$ cat config.mk
export PLATFORM = sky130hd
export DESIGN_NAME = eeprom_write_split_wear_track_unit
export DESIGN_NICKNAME = d
export VERILOG_FILES = /design/src/design/ewswt_pkg.sv /design/src/design/ewswt_ctrl.sv /design/src/design/ewswt_dpath.sv /design/src/design/eeprom_write_split_wear_track_unit.sv
export SDC_FILE = /design/constraint.sdc
export NUM_CORES = 2
export LEC_CHECK = 0
export BUFFER_PORTS_ARGS = -buffer_cell sky130_fd_sc_hd__buf_2
export CAP_MARGIN = 20
export CORE_MARGIN = 1
export CORE_UTILIZATION = 34
export DETAILED_ROUTE_END_ITERATION = 8
export PLACE_DENSITY = 0.49
export SLEW_MARGIN = 0
export SYNTH_ARGS = -nofsm -noshare
export SYNTH_HDL_FRONTEND = slang
export SYNTH_SLANG_ARGS = --single-unit
$ cat constraint.sdc
create_clock -name clk -period 17.7 [get_ports clk]
set_clock_uncertainty 0.05 [all_clocks]
set_input_delay 3.54 -clock clk [delete_from_list [all_inputs] [get_ports clk]]
set_output_delay 3.54 -clock clk [all_outputs]
set_load 0.05 [all_outputs]
$ cat src/design/ewswt_pkg.sv
`timescale 1ns / 1ps

package ewswt_pkg;

	localparam int PAGE_BYTES   = 8;
	localparam int DEVICE_BYTES = 256;
	localparam int NUM_PAGES    = (DEVICE_BYTES + PAGE_BYTES - 1) / PAGE_BYTES;

	localparam int ADDR_W = 8;
	localparam int CNT_W  = 9;
	localparam int LEN_W  = 4;
	localparam int CTR_W  = 32;
	localparam int PAGE_W = $clog2(PAGE_BYTES);
	localparam int PG_W   = $clog2(NUM_PAGES);
	localparam int SCAN_W = PG_W + 1;
	localparam int CFG_IDX_W = 8;
	localparam int CFG_DATA_W = 32;

	localparam logic [CFG_IDX_W-1:0] REG_WEAR_THRESHOLD = CFG_IDX_W'(0);
	localparam logic [CFG_IDX_W-1:0] REG_WEAR_ENABLE    = CFG_IDX_W'(1);

	localparam logic [CTR_W-1:0] THRESHOLD_RESET = CTR_W'(1000);
	localparam logic [CTR_W-1:0] CTR_MAX         = '1;

	// controller to datapath
	typedef struct packed {
		logic load_req;    // capture the request
		logic chunk_step;  // cut next chunk, read its page counter
		logic upd;         // bump page counter and total
		logic emit_chunk;  // send a non-final chunk
		logic scan_init;   // restart max/min scan
		logic scan_run;    // scan one counter a cycle
		logic emit_last;   // send final chunk with wear report
		logic emit_err;    // send range error
	} ctrl_cmd_t;

	// datapath to controller
	typedef struct packed {
		logic req_err;
		logic req_zero;
		logic out_free;
		logic last_chunk;
		logic scan_done;
	} dp_status_t;

	function automatic logic [CTR_W-1:0] sat_inc(input logic [CTR_W-1:0] v);
		sat_inc = (v == CTR_MAX) ? v : v + CTR_W'(1);
	endfunction

endpackage

$ cat src/design/ewswt_ctrl.sv
`timescale 1ns / 1ps

module ewswt_ctrl (
	input  logic                   clk,
	input  logic                   arst_n,
	input  logic                   in_valid,
	output logic                   in_ready,
	input  ewswt_pkg::dp_status_t  status_i,
	output ewswt_pkg::ctrl_cmd_t   cmd
);
	import ewswt_pkg::*;

	typedef enum logic [5:0] {
		ST_IDLE  = 6'b000001,
		ST_CHUNK = 6'b000010,
		ST_EMIT  = 6'b000100,
		ST_SCAN  = 6'b001000,
		ST_FIN   = 6'b010000,
		ST_ERR   = 6'b100000
	} state_t;

	state_t state_q, state_d;

	always_ff @(posedge clk or negedge arst_n) begin
		if (!arst_n) begin
			state_q <= ST_IDLE;
		end else begin
			state_q <= state_d;
		end
	end

	always_comb begin
		state_d  = state_q;
		cmd      = '0;
		in_ready = 1'b0;
		case (state_q)
			ST_IDLE: begin
				in_ready = 1'b1;
				if (in_valid) begin
					cmd.load_req = 1'b1;
					if (status_i.req_err) begin
						state_d = ST_ERR;
					end else if (status_i.req_zero) begin
						cmd.scan_init = 1'b1;
						state_d = ST_SCAN;
					end else begin
						state_d = ST_CHUNK;
					end
				end
			end
			ST_CHUNK: begin
				cmd.chunk_step = 1'b1;
				state_d = ST_EMIT;
			end
			ST_EMIT: begin
				// final chunk waits for the wear scan before it goes out
				if (status_i.last_chunk) begin
					cmd.upd = 1'b1;
					cmd.scan_init = 1'b1;
					state_d = ST_SCAN;
				end else if (status_i.out_free) begin
					cmd.upd = 1'b1;
					cmd.emit_chunk = 1'b1;
					state_d = ST_CHUNK;
				end
			end
			ST_SCAN: begin
				cmd.scan_run = 1'b1;
				if (status_i.scan_done) begin
					state_d = ST_FIN;
				end
			end
			ST_FIN: begin
				if (status_i.out_free) begin
					cmd.emit_last = 1'b1;
					state_d = ST_IDLE;
				end
			end
			ST_ERR: begin
				if (status_i.out_free) begin
					cmd.emit_err = 1'b1;
					state_d = ST_IDLE;
				end
			end
			default: begin
				state_d = ST_IDLE;
			end
		endcase
	end

endmodule

$ cat src/design/ewswt_dpath.sv
`timescale 1ns / 1ps

module ewswt_dpath (
	input  logic                                 clk,
	input  logic                                 arst_n,
	input  ewswt_pkg::ctrl_cmd_t                 cmd,
	output ewswt_pkg::dp_status_t                status_o,
	input  logic [ewswt_pkg::ADDR_W-1:0]         start_addr,
	input  logic [ewswt_pkg::CNT_W-1:0]          byte_count,
	input  logic                                 cfg_valid,
	input  logic [ewswt_pkg::CFG_IDX_W-1:0]      cfg_index,
	input  logic [ewswt_pkg::CFG_DATA_W-1:0]     cfg_data,
	output logic                                 out_valid,
	input  logic                                 out_ready,
	output logic                                 status,
	output logic [ewswt_pkg::ADDR_W-1:0]         chunk_addr,
	output logic [ewswt_pkg::LEN_W-1:0]          chunk_len,
	output logic                                 last,
	output logic                                 wear_alert,
	output logic [ewswt_pkg::CTR_W-1:0]          max_count,
	output logic [ewswt_pkg::CTR_W-1:0]          min_count,
	output logic [ewswt_pkg::CTR_W-1:0]          total_count
);
	import ewswt_pkg::*;

	// configuration
	logic [CTR_W-1:0] thr_q;
	logic             wear_en_q;

	always_ff @(posedge clk or negedge arst_n) begin
		if (!arst_n) begin
			thr_q     <= THRESHOLD_RESET;
			wear_en_q <= 1'b1;
		end else if (cfg_valid) begin
			if (cfg_index == REG_WEAR_THRESHOLD) begin
				thr_q <= cfg_data[CTR_W-1:0];
			end else if (cfg_index == REG_WEAR_ENABLE) begin
				wear_en_q <= cfg_data[0];
			end
		end
	end

	// request walk
	logic [ADDR_W-1:0] cur_addr_q;
	logic [CNT_W-1:0]  remain_q;
	logic [ADDR_W-1:0] pend_addr_q;
	logic [LEN_W-1:0]  pend_len_q;
	logic [LEN_W-1:0]  room;
	logic [LEN_W-1:0]  step_len;
	logic [ADDR_W+1:0] end_addr;

	assign end_addr = {2'b00, start_addr} + {1'b0, byte_count};
	assign room     = LEN_W'(PAGE_BYTES) - LEN_W'(cur_addr_q[PAGE_W-1:0]);
	assign step_len = (remain_q < CNT_W'(room)) ? remain_q[LEN_W-1:0] : room;

	always_ff @(posedge clk) begin
		if (cmd.load_req) begin
			cur_addr_q  <= start_addr;
			remain_q    <= byte_count;
			pend_addr_q <= start_addr;
			pend_len_q  <= '0;
		end else if (cmd.chunk_step) begin
			pend_addr_q <= cur_addr_q;
			pend_len_q  <= step_len;
			cur_addr_q  <= cur_addr_q + ADDR_W'(step_len);
			remain_q    <= remain_q - CNT_W'(step_len);
		end
	end

	// page counter memory, entries read as zero until first written
	logic [CTR_W-1:0]     mem [NUM_PAGES];
	logic [NUM_PAGES-1:0] vld_q;
	logic [SCAN_W-1:0]    scan_idx_q;
	logic                 scan_rd;
	logic                 rd_en;
	logic [PG_W-1:0]      rd_addr;
	logic [PG_W-1:0]      wr_page;
	logic                 wr_en;
	logic [CTR_W-1:0]     rdata_raw_s1;
	logic                 rd_vld_s1;
	logic [CTR_W-1:0]     rdata;
	logic [CTR_W-1:0]     total_q;

	assign scan_rd = cmd.scan_run && (scan_idx_q < SCAN_W'(NUM_PAGES));
	assign rd_en   = cmd.chunk_step || scan_rd;
	assign rd_addr = cmd.chunk_step ? PG_W'(cur_addr_q >> PAGE_W) : scan_idx_q[PG_W-1:0];
	assign wr_page = PG_W'(pend_addr_q >> PAGE_W);
	assign wr_en   = cmd.upd && wear_en_q;
	assign rdata   = rd_vld_s1 ? rdata_raw_s1 : '0;

	always_ff @(posedge clk) begin
		if (wr_en) begin
			mem[wr_page] <= sat_inc(rdata);
		end
		if (rd_en) begin
			rdata_raw_s1 <= mem[rd_addr];
		end
	end

	always_ff @(posedge clk or negedge arst_n) begin
		if (!arst_n) begin
			vld_q     <= '0;
			rd_vld_s1 <= 1'b0;
			total_q   <= '0;
		end else begin
			if (wr_en) begin
				vld_q[wr_page] <= 1'b1;
				total_q        <= sat_inc(total_q);
			end
			if (rd_en) begin
				rd_vld_s1 <= vld_q[rd_addr];
			end
		end
	end

	// max/min scan, one counter a cycle
	logic             scan_pend_s1;
	logic [CTR_W-1:0] max_q;
	logic [CTR_W-1:0] min_q;

	always_ff @(posedge clk or negedge arst_n) begin
		if (!arst_n) begin
			scan_idx_q   <= '0;
			scan_pend_s1 <= 1'b0;
		end else if (cmd.scan_init) begin
			scan_idx_q   <= '0;
			scan_pend_s1 <= 1'b0;
		end else begin
			scan_pend_s1 <= scan_rd;
			if (scan_rd) begin
				scan_idx_q <= scan_idx_q + SCAN_W'(1);
			end
		end
	end

	always_ff @(posedge clk) begin
		if (cmd.scan_init) begin
			max_q <= '0;
			min_q <= CTR_MAX;
		end else if (scan_pend_s1) begin
			if (rdata > max_q) begin
				max_q <= rdata;
			end
			if (rdata < min_q) begin
				min_q <= rdata;
			end
		end
	end

	// output register
	logic             out_valid_q;
	logic             status_q;
	logic [ADDR_W-1:0] chunk_addr_q;
	logic [LEN_W-1:0] chunk_len_q;
	logic             last_q;
	logic             alert_q;
	logic [CTR_W-1:0] max_out_q;
	logic [CTR_W-1:0] min_out_q;
	logic [CTR_W-1:0] total_out_q;
	logic [CTR_W-1:0] spread;

	assign spread = max_q - min_q;

	always_ff @(posedge clk or negedge arst_n) begin
		if (!arst_n) begin
			out_valid_q <= 1'b0;
		end else if (cmd.emit_chunk || cmd.emit_last || cmd.emit_err) begin
			out_valid_q <= 1'b1;
		end else if (out_ready) begin
			out_valid_q <= 1'b0;
		end
	end

	always_ff @(posedge clk) begin
		if (cmd.emit_chunk || cmd.emit_last || cmd.emit_err) begin
			status_q     <= cmd.emit_err;
			chunk_addr_q <= cmd.emit_err ? '0 : pend_addr_q;
			chunk_len_q  <= cmd.emit_err ? '0 : pend_len_q;
			last_q       <= cmd.emit_last || cmd.emit_err;
			if (cmd.emit_last && wear_en_q) begin
				alert_q     <= (spread > thr_q);
				max_out_q   <= max_q;
				min_out_q   <= min_q;
				total_out_q <= total_q;
			end else begin
				alert_q     <= 1'b0;
				max_out_q   <= '0;
				min_out_q   <= '0;
				total_out_q <= '0;
			end
		end
	end

	assign out_valid   = out_valid_q;
	assign status      = status_q;
	assign chunk_addr  = chunk_addr_q;
	assign chunk_len   = chunk_len_q;
	assign last        = last_q;
	assign wear_alert  = alert_q;
	assign max_count   = max_out_q;
	assign min_count   = min_out_q;
	assign total_count = total_out_q;

	assign status_o.req_err    = end_addr > (ADDR_W+2)'(DEVICE_BYTES);
	assign status_o.req_zero   = (byte_count == '0);
	assign status_o.out_free   = !out_valid_q || out_ready;
	assign status_o.last_chunk = (remain_q == '0);
	assign status_o.scan_done  = (scan_idx_q == SCAN_W'(NUM_PAGES));

	// a result is only loaded into a free output register
	a_emit_free: assert property (@(posedge clk) disable iff (!arst_n)
		(cmd.emit_chunk || cmd.emit_last || cmd.emit_err) |-> status_o.out_free)
		else $error("result loaded over a pending result");

	// the final counter read is still being folded in when the scan ends
	a_scan_tail: assert property (@(posedge clk) disable iff (!arst_n)
		(cmd.scan_run && status_o.scan_done) |-> scan_pend_s1)
		else $error("scan ended before last counter was compared");

	// a chunk never exceeds one page
	a_len_page: assert property (@(posedge clk) disable iff (!arst_n)
		out_valid_q |-> (chunk_len_q <= LEN_W'(PAGE_BYTES)))
		else $error("chunk longer than a page");

	// an error result carries no wear report
	a_err_clean: assert property (@(posedge clk) disable iff (!arst_n)
		(out_valid_q && status_q) |-> (last_q && max_out_q == '0 && total_out_q == '0))
		else $error("error result carries data");

endmodule

$ cat src/design/eeprom_write_split_wear_track_unit.sv
`timescale 1ns / 1ps

// page-split write planner with per-page wear counters
// input channel (in_valid/in_ready): one request = start_addr, byte_count
// output channel (out_valid/out_ready): one or more results per request, the
//   final one carries last=1 and, when wear tracking is on, the max/min page
//   counts, the total and the wear alert
// config channel (cfg_valid/cfg_ready): index 0 wear_threshold, index 1
//   wear_enable; always ready, write only while no request is in flight
// timing: a request is taken only while the controller is idle; each chunk
//   takes a cut + counter read step, then a counter update step, the wear scan
//   walks all 32 page counters through the single memory read port, one a
//   cycle; a zero-length request runs only the scan, a range error neither
// path: the first chunk leaves through the chunk and emit states into the
//   result register, a range error through the error state into that register
// the result register parts the channels: the next request can be taken while
//   the final result of the previous one still waits on out_ready; a stalled
//   receiver holds back further chunks, nothing is dropped
// reset: counters and total read as zero (per-page valid bits cleared at once),
//   threshold 1000, tracking enabled, output empty
module eeprom_write_split_wear_track_unit (
	input  logic                                 clk,
	input  logic                                 arst_n,
	input  logic                                 in_valid,
	output logic                                 in_ready,
	input  logic [ewswt_pkg::ADDR_W-1:0]         start_addr,
	input  logic [ewswt_pkg::CNT_W-1:0]          byte_count,
	input  logic                                 cfg_valid,
	output logic                                 cfg_ready,
	input  logic [ewswt_pkg::CFG_IDX_W-1:0]      cfg_index,
	input  logic [ewswt_pkg::CFG_DATA_W-1:0]     cfg_data,
	output logic                                 out_valid,
	input  logic                                 out_ready,
	output logic                                 status,
	output logic [ewswt_pkg::ADDR_W-1:0]         chunk_addr,
	output logic [ewswt_pkg::LEN_W-1:0]          chunk_len,
	output logic                                 last,
	output logic                                 wear_alert,
	output logic [ewswt_pkg::CTR_W-1:0]          max_count,
	output logic [ewswt_pkg::CTR_W-1:0]          min_count,
	output logic [ewswt_pkg::CTR_W-1:0]          total_count
);
	import ewswt_pkg::*;

	ctrl_cmd_t  cmd;
	dp_status_t dp_status;

	// register writes never stall
	assign cfg_ready = 1'b1;

	// sequencer: request walk, counter update, scan, final result
	ewswt_ctrl u_ctrl (
		.clk      (clk),
		.arst_n   (arst_n),
		.in_valid (in_valid),
		.in_ready (in_ready),
		.status_i (dp_status),
		.cmd      (cmd)
	);

	// chunk math, counter memory, max/min scan, result register
	ewswt_dpath u_dpath (
		.clk         (clk),
		.arst_n      (arst_n),
		.cmd         (cmd),
		.status_o    (dp_status),
		.start_addr  (start_addr),
		.byte_count  (byte_count),
		.cfg_valid   (cfg_valid),
		.cfg_index   (cfg_index),
		.cfg_data    (cfg_data),
		.out_valid   (out_valid),
		.out_ready   (out_ready),
		.status      (status),
		.chunk_addr  (chunk_addr),
		.chunk_len   (chunk_len),
		.last        (last),
		.wear_alert  (wear_alert),
		.max_count   (max_count),
		.min_count   (min_count),
		.total_count (total_count)
	);

endmodule

Yosys cells after proc, flatten, opt, wreduce, memory -nomap -nowiden
Memory sizes are Yosys's and may differ from the RTL's. A register that Yosys moved wholly into a read port is not among the register bits.
Cells that the tools add are included.
W data, S select, Z words.
{"block": "totals", "regBits": 316, "mem_bits_rw": 1024, "in_bits": 62, "out_inout_bits": 114, "elab_cells": 127, "mem_count": 1}
{"block": "op_classes", "n_reduce_logical": 23, "n_mux": 46, "magnitude_cmp": 9, "bitwise": 3, "n_eq_ne": 14, "n_addsub": 8}
{"name": "u_dpath.mem", "words": 32, "word_bits": 32, "rd": 1, "rd_clocked_by_memory_dff": 1, "wr": 1, "line": "ewswt_dpath.sv:71", "rtl": "logic [CTR_W-1:0] mem [NUM_PAGES];"}
{"cell": "$add A32 B1 Y32 const B", "count": 2}
{"cell": "$eq A32 B32 Y1 const B", "count": 2}
{"cell": "$gt A32 B32 Y1", "count": 2}
{"cell": "$mux W32", "count": 2}
{"cell": "$mux W6", "count": 8}
{"cell": "$lt A32 B32 Y1", "count": 1}
{"cell": "$mux W8", "count": 4}
{"cell": "$or A32 B32 Y32", "count": 1}
{"cell": "$sub A32 B32 Y32", "count": 1}
{"cell": "$pmux W6 S5", "count": 1}
{"cell": "$mux W1", "count": 21}
{"cell": "$logic_not A9 Y1", "count": 2}
{"cell": "$mux W9", "count": 2}
{"cell": "$eq A6 B6 Y1 const B", "count": 2}
{"cell": "$lt A5 B6 Y1 const B", "count": 2}
{"cell": "$add A8 B9 Y10", "count": 1}
{"cell": "$gt A10 B9 Y1 const B", "count": 1}
{"cell": "$lt A9 B4 Y1", "count": 1}
{"cell": "$sub A9 B4 Y9", "count": 1}
{"cell": "$add A8 B4 Y8", "count": 1}
{"cell": "$eq A8 B1 Y1 const B", "count": 1}
{"cell": "$logic_not A8 Y1", "count": 1}
{"cell": "$mux W4", "count": 2}
{"cell": "$reduce_and A2 Y1", "count": 4}
{"cell": "other kinds (25)", "count": 37}

Depth between registers and ports, before layout
{"block": "logic_depth", "word_depth": 8, "depth_mapped": 21, "mapped_depth_nobuf": 21}

Cells and area by module
Synthesis repeated with hierarchy kept, for this count alone.
{"block": "unflattened", "cells_unflattened": 3799, "hier_area_um2": 58517.4}
{"mod": "ewswt_dpath", "cells_each": 3756, "instances": 1, "seq_area_each_um2": 39816.9, "area_each_um2": 58093.2}
{"mod": "ewswt_ctrl", "cells_each": 41, "instances": 1, "seq_area_each_um2": 151.4, "area_each_um2": 412.9}
{"mod": "eeprom_write_split_wear_track_unit", "cells_each": 2, "instances": 1, "seq_area_each_um2": 0.0, "area_each_um2": 11.3}

Worst setup path after synthesis
Ideal clock, no wire load.
{"block": "synth_path", "path_type": "input to register", "startpoint": "input port out_ready", "endpoint": "register u_dpath.chunk_addr_q[0], in the netlist u_dpath.chunk_addr[0] (enable)", "arrival_time_ns": 8.206, "n_path_buf": 0, "path_slack_ns": 8.863, "stages": 2, "t_required_ns": 17.068, "setup_time_ns": 0.582, "cell_sequence": "nor2b_1 nor2_1"}
{"block": "synth_via", "elab_chain_len": 6, "word_cells_on_any_way": 9, "classes_between": "6 x mux; 3 x reduce/logical"}
{"item": "start: declaration", "line": "eeprom_write_split_wear_track_unit.sv:33", "rtl": "input logic out_ready,"}
{"item": "$logic_or A1 B1 Y1 *", "line": "ewswt_dpath.sv:206", "rtl": "assign status_o.out_free = !out_valid_q || out_ready;"}
{"item": "$mux W2", "line": "ewswt_ctrl.sv:61", "rtl": "end else if (status_i.out_free) begin"}
{"item": "$mux W1", "line": "ewswt_ctrl.sv:57", "rtl": "if (status_i.last_chunk) begin"}
{"item": "$mux W2", "line": "ewswt_ctrl.sv:36", "rtl": "case (state_q)"}
{"item": "$logic_or A1 B1 Y1", "line": "ewswt_dpath.sv:175", "rtl": "if (cmd.emit_chunk || cmd.emit_last || cmd.emit_err) begin"}
{"item": "$logic_or A1 B1 Y1 *", "line": "ewswt_dpath.sv:175"}
{"item": "end signal: assignment", "line": "ewswt_dpath.sv:177", "rtl": "chunk_addr_q <= cmd.emit_err ? '0 : pend_addr_q;"}
{"item": "end: declaration", "line": "ewswt_dpath.sv:153", "rtl": "logic [ADDR_W-1:0] chunk_addr_q;"}
Mark *: on every way between the ends. The rest lies on a longest branch, timed or not.
A chain may end at the register's enable or synchronous reset.

Worst setup path after layout
{"block": "layout_path", "startpoint": "register u_ctrl.state_q[5]", "endpoint": "output port in_ready"}
{"block": "layout_via", "elab_chain_len": 2}
{"item": "start: declaration", "line": "ewswt_ctrl.sv:22", "rtl": "state_t state_q, state_d;"}
{"item": "start signal: assignment", "line": "ewswt_ctrl.sv:28", "rtl": "state_q <= state_d;"}
{"item": "$eq A6 B1 Y1", "line": "ewswt_ctrl.sv:36"}
{"item": "$mux W1", "line": "ewswt_ctrl.sv:36"}
{"item": "end: declaration", "line": "eeprom_write_split_wear_track_unit.sv:25", "rtl": "output logic in_ready,"}
Every way passes these cells.

==> out/qor.yml <==
setup_violations: 0
utilization: 0.3940
peakVddDrop_mv: 0.07419
globalplace.congestion: 0.8236
nFillCells: 16325
r2r_slack_ns: 11.92
wl_um: 169300
htree_levels: 4
p_switching_mw: 2.000
place.port_buffers: 174
period_share: 0.3625
cts_resized: 0
syn_area_per_cell_um2: 13.05
nets: 4944
drive_above_1_share: 0.1306
comb_power_share: 0.116
power_frac_clock: 0.407
worstHoldStart: "u_dpath.min_q[2]"
start_util: 0.3432
track_usage: 0.1873
total_power_mw: 7.709
viasPerCell: 5.315
synthArstFlopShare: 0.08163
first_pass_iters: 5
critPathCaptureType: "primary output"
grt_antenna_before_repair: 10
grt_pass1_wl_um: 249300
yosysTopAreaCell: "edfxtp_1"
syn_inst: 4588
drt_iter0_markers: 3161
grt_pass1_vias: 36556
path_clk_slew_ns: 0.06
drc: 0
drv_cap: 0
p_per_area_nw_per_um2: 112.2
drt.antenna.violating_nets: 0
netlist_area_um2: 59860
hold_violations: 0
die_area_um2: 177700
clock_path_buffers: 3
tightest_slew_ns: 1.207
rows: 153
yosysWarnings: 0
min_path_cells: 2
area_growth_pct: 14.80
reg2reg_depth: 12
regToRegEndpoint: "u_dpath.rdata_raw_s1[22]"
die_x_um: 421.6
numCtsBuffers: 151
grt_max_degree: 156
synth_seq_cells: 1372
cp-start-kind: "flop"
post_cts_buffers: 0
holdPathEnd: "u_dpath.min_q[2]"
slew_violations: 0
pin_count: 176
finalCriticalPeriod_ns: 6.416
power_frac_seq: 0.477
criticalPathCategory: "reg2out"
intPower_mw: 5.709
yosysUniqueCellTypes: 81
rsz0062_at_grt: "no"
max_freq_ghz: 0.1559
timing.rr.start: "u_ctrl.state_q[5]"
syn-num-nets: 4804
via_count: 38132
post_drt_wl_per_cell_um: 23.60
p_sw_frac: 0.2594
synth-seq-area-share: 0.6677
crit_required_ns: 14.11
yosysTopAreaCellShare: 0.5980
clock_sinks: 1372
max-slew-margin-rel: 0.1880
synth_edf_count: 1192
min_path_type: "reg2reg"
root_buffer: "clkbuf_16"
hold_buffers: 0
synth_flop_cell: "edfxtp_1"
ys_top_cells_by_area: "edfxtp_1 60%, a211oi_1 5.0%, nand2_1 4.5%"
cp.arrival_ns: 2.83
worstSkewPairLatency_ns: 0.79
cts_tree: "done"
place_hpwl_um: 100500
setup_tns_ns: 0
core_area_um2: 174400
worstPathMaxFanout: 12
grt_overflow: 0
leakage_nw: 26.11
die_h_um: 421.6
status: "complete, no violations"
-- flip-flops by register name, summed over array words and instances, names as in the netlist, 9 cells and up --
register,count
u_dpath.mem,1024
u_dpath.total_count,32
u_dpath.thr_q,32
u_dpath.remain_q,9
u_dpath.rdata_raw_s1,32
u_dpath.total_q,32
u_dpath.max_q,32
u_dpath.max_count,32
u_dpath.vld_q,32
u_dpath.min_count,32
u_dpath.min_q,32
-- layout make-up --
type	count	area [um^2]	share of cell area
flip-flops and latches	1372	39970	0.5817
multi-input cells	2778	18570	0.2703
clock buffers	193	4074	0.05929
well taps	2325	2909	0.04233
repair buffers	275	1762	0.02564
clock inverters	79	858.3	0.01249
inverters	150	563.0	0.008194
diodes	3	7.507	0.0001092
-- per-stage QoR --
step	cells	worst slack (ns)	hold WS (ns)	cell area [um^2]
after floorplan	4588	8.863	0.3800	59860
final	7175	11.28	0.4137	68720
after CTS	7168	11.24	0.4132	68650
after global routing	7172	11.15	0.4216	68710
after global placement	6894	11.22	0.3968	63660
after detailed placement	6896	11.13	0.3983	63720
-- worst max-delay path, cell delays in order (launching register included) --
cell and delay, ns:
dfrtp_2 0.51, or4_4 0.51, nor3b_1 0.65, buf_2 0.39
-- kinds of logic (layout without fill, tap and decap cells) --
family / Yosys count / after routing / share of synthesized area
and+or+nand+nor: 1513 / 1513 / 0.1250
other: 1 / 4 / 0.00006265
buffers and inverters: 438 / 697 / 0.03319
AOI/OAI and AO/OA: 948 / 948 / 0.1138
muxes: 57 / 57 / 0.01221
adders and majority gates: 154 / 154 / 0.03269
xor gates and xnor gates: 105 / 105 / 0.01536
DFF: 1372 / 1372 / 0.6677
-- synthesized netlist by cell type, types with 17 or more instances --
master	number
buf_2	70
nor3_1	50
dfrtp_1	104
and2_1	210
a31oi_1	133
nor2_1	86
edfxtp_1	1192
ha_1	150
nor4_1	112
mux2i_1	39
xnor2_1	72
nand2b_1	17
nand2_1	713
nand3_1	50
nand4_1	38
inv_1	150
a21o_1	33
clkbuf_1	166
a311oi_1	130
a211oi_1	395
dfxtp_1	68
buf_6	30
xor2_1	33
o2111ai_1	29
a21oi_1	70
o21ai_0	88
or2_2	39
and2_0	110
-- cells in the final DEF (no fill, tap or decap), types with 68 or more instances in the layout --
cell type,netlist,routed
ha_1,150,150
a31oi_1,133,133
a21oi_1,70,68
and2_0,110,110
dfxtp_1,68,68
nor4_1,112,108
o21ai_0,88,86
dfrtp_1,104,103
and2_1,210,204
buf_4,5,91
clkbuf_16,0,157
inv_1,150,150
buf_2,70,174
nand2_1,713,710
edfxtp_1,1192,1192
a311oi_1,130,130
a211oi_1,395,394
-- power groups by stage --
stage / logic, mW / registers (mW) / clock network, mW
floorplan: 0.564 / 3.77 / 0
detailed placement: 0.895 / 3.74 / 0
CTS: 0.898 / 3.68 / 3.21
global route: 0.985 / 3.68 / 3.34
finish: 0.891 / 3.68 / 3.14
global placement: 0.884 / 3.74 / 0
-- how the worst max path moves through the flow --
stage | slack [ns] | cells past startpoint | start | end
after floorplan | 8.86 | 2 | out_ready | u_dpath.chunk_addr[0]
after global placement | 11.22 | 6 | out_ready | u_dpath.mem[26][14]
after detailed placement | 11.13 | 6 | out_ready | u_dpath.mem[26][5]
after CTS | 11.24 | 3 | u_ctrl.state_q[5] | in_ready
after global routing | 11.15 | 3 | u_ctrl.state_q[5] | in_ready
final | 11.28 | 3 | u_ctrl.state_q[5] | in_ready
-- routing by layer --
layer	wire length, um	GRT usage	vias up
met4	2999	0.04248	0
met3	9580	0.03402	189
met5	0	0	-
met1	81130	0.2759	19235
li1	-	-	17669
met2	75620	0.2857	1039
No activity file was read; power rests on OpenSTA's default activity.
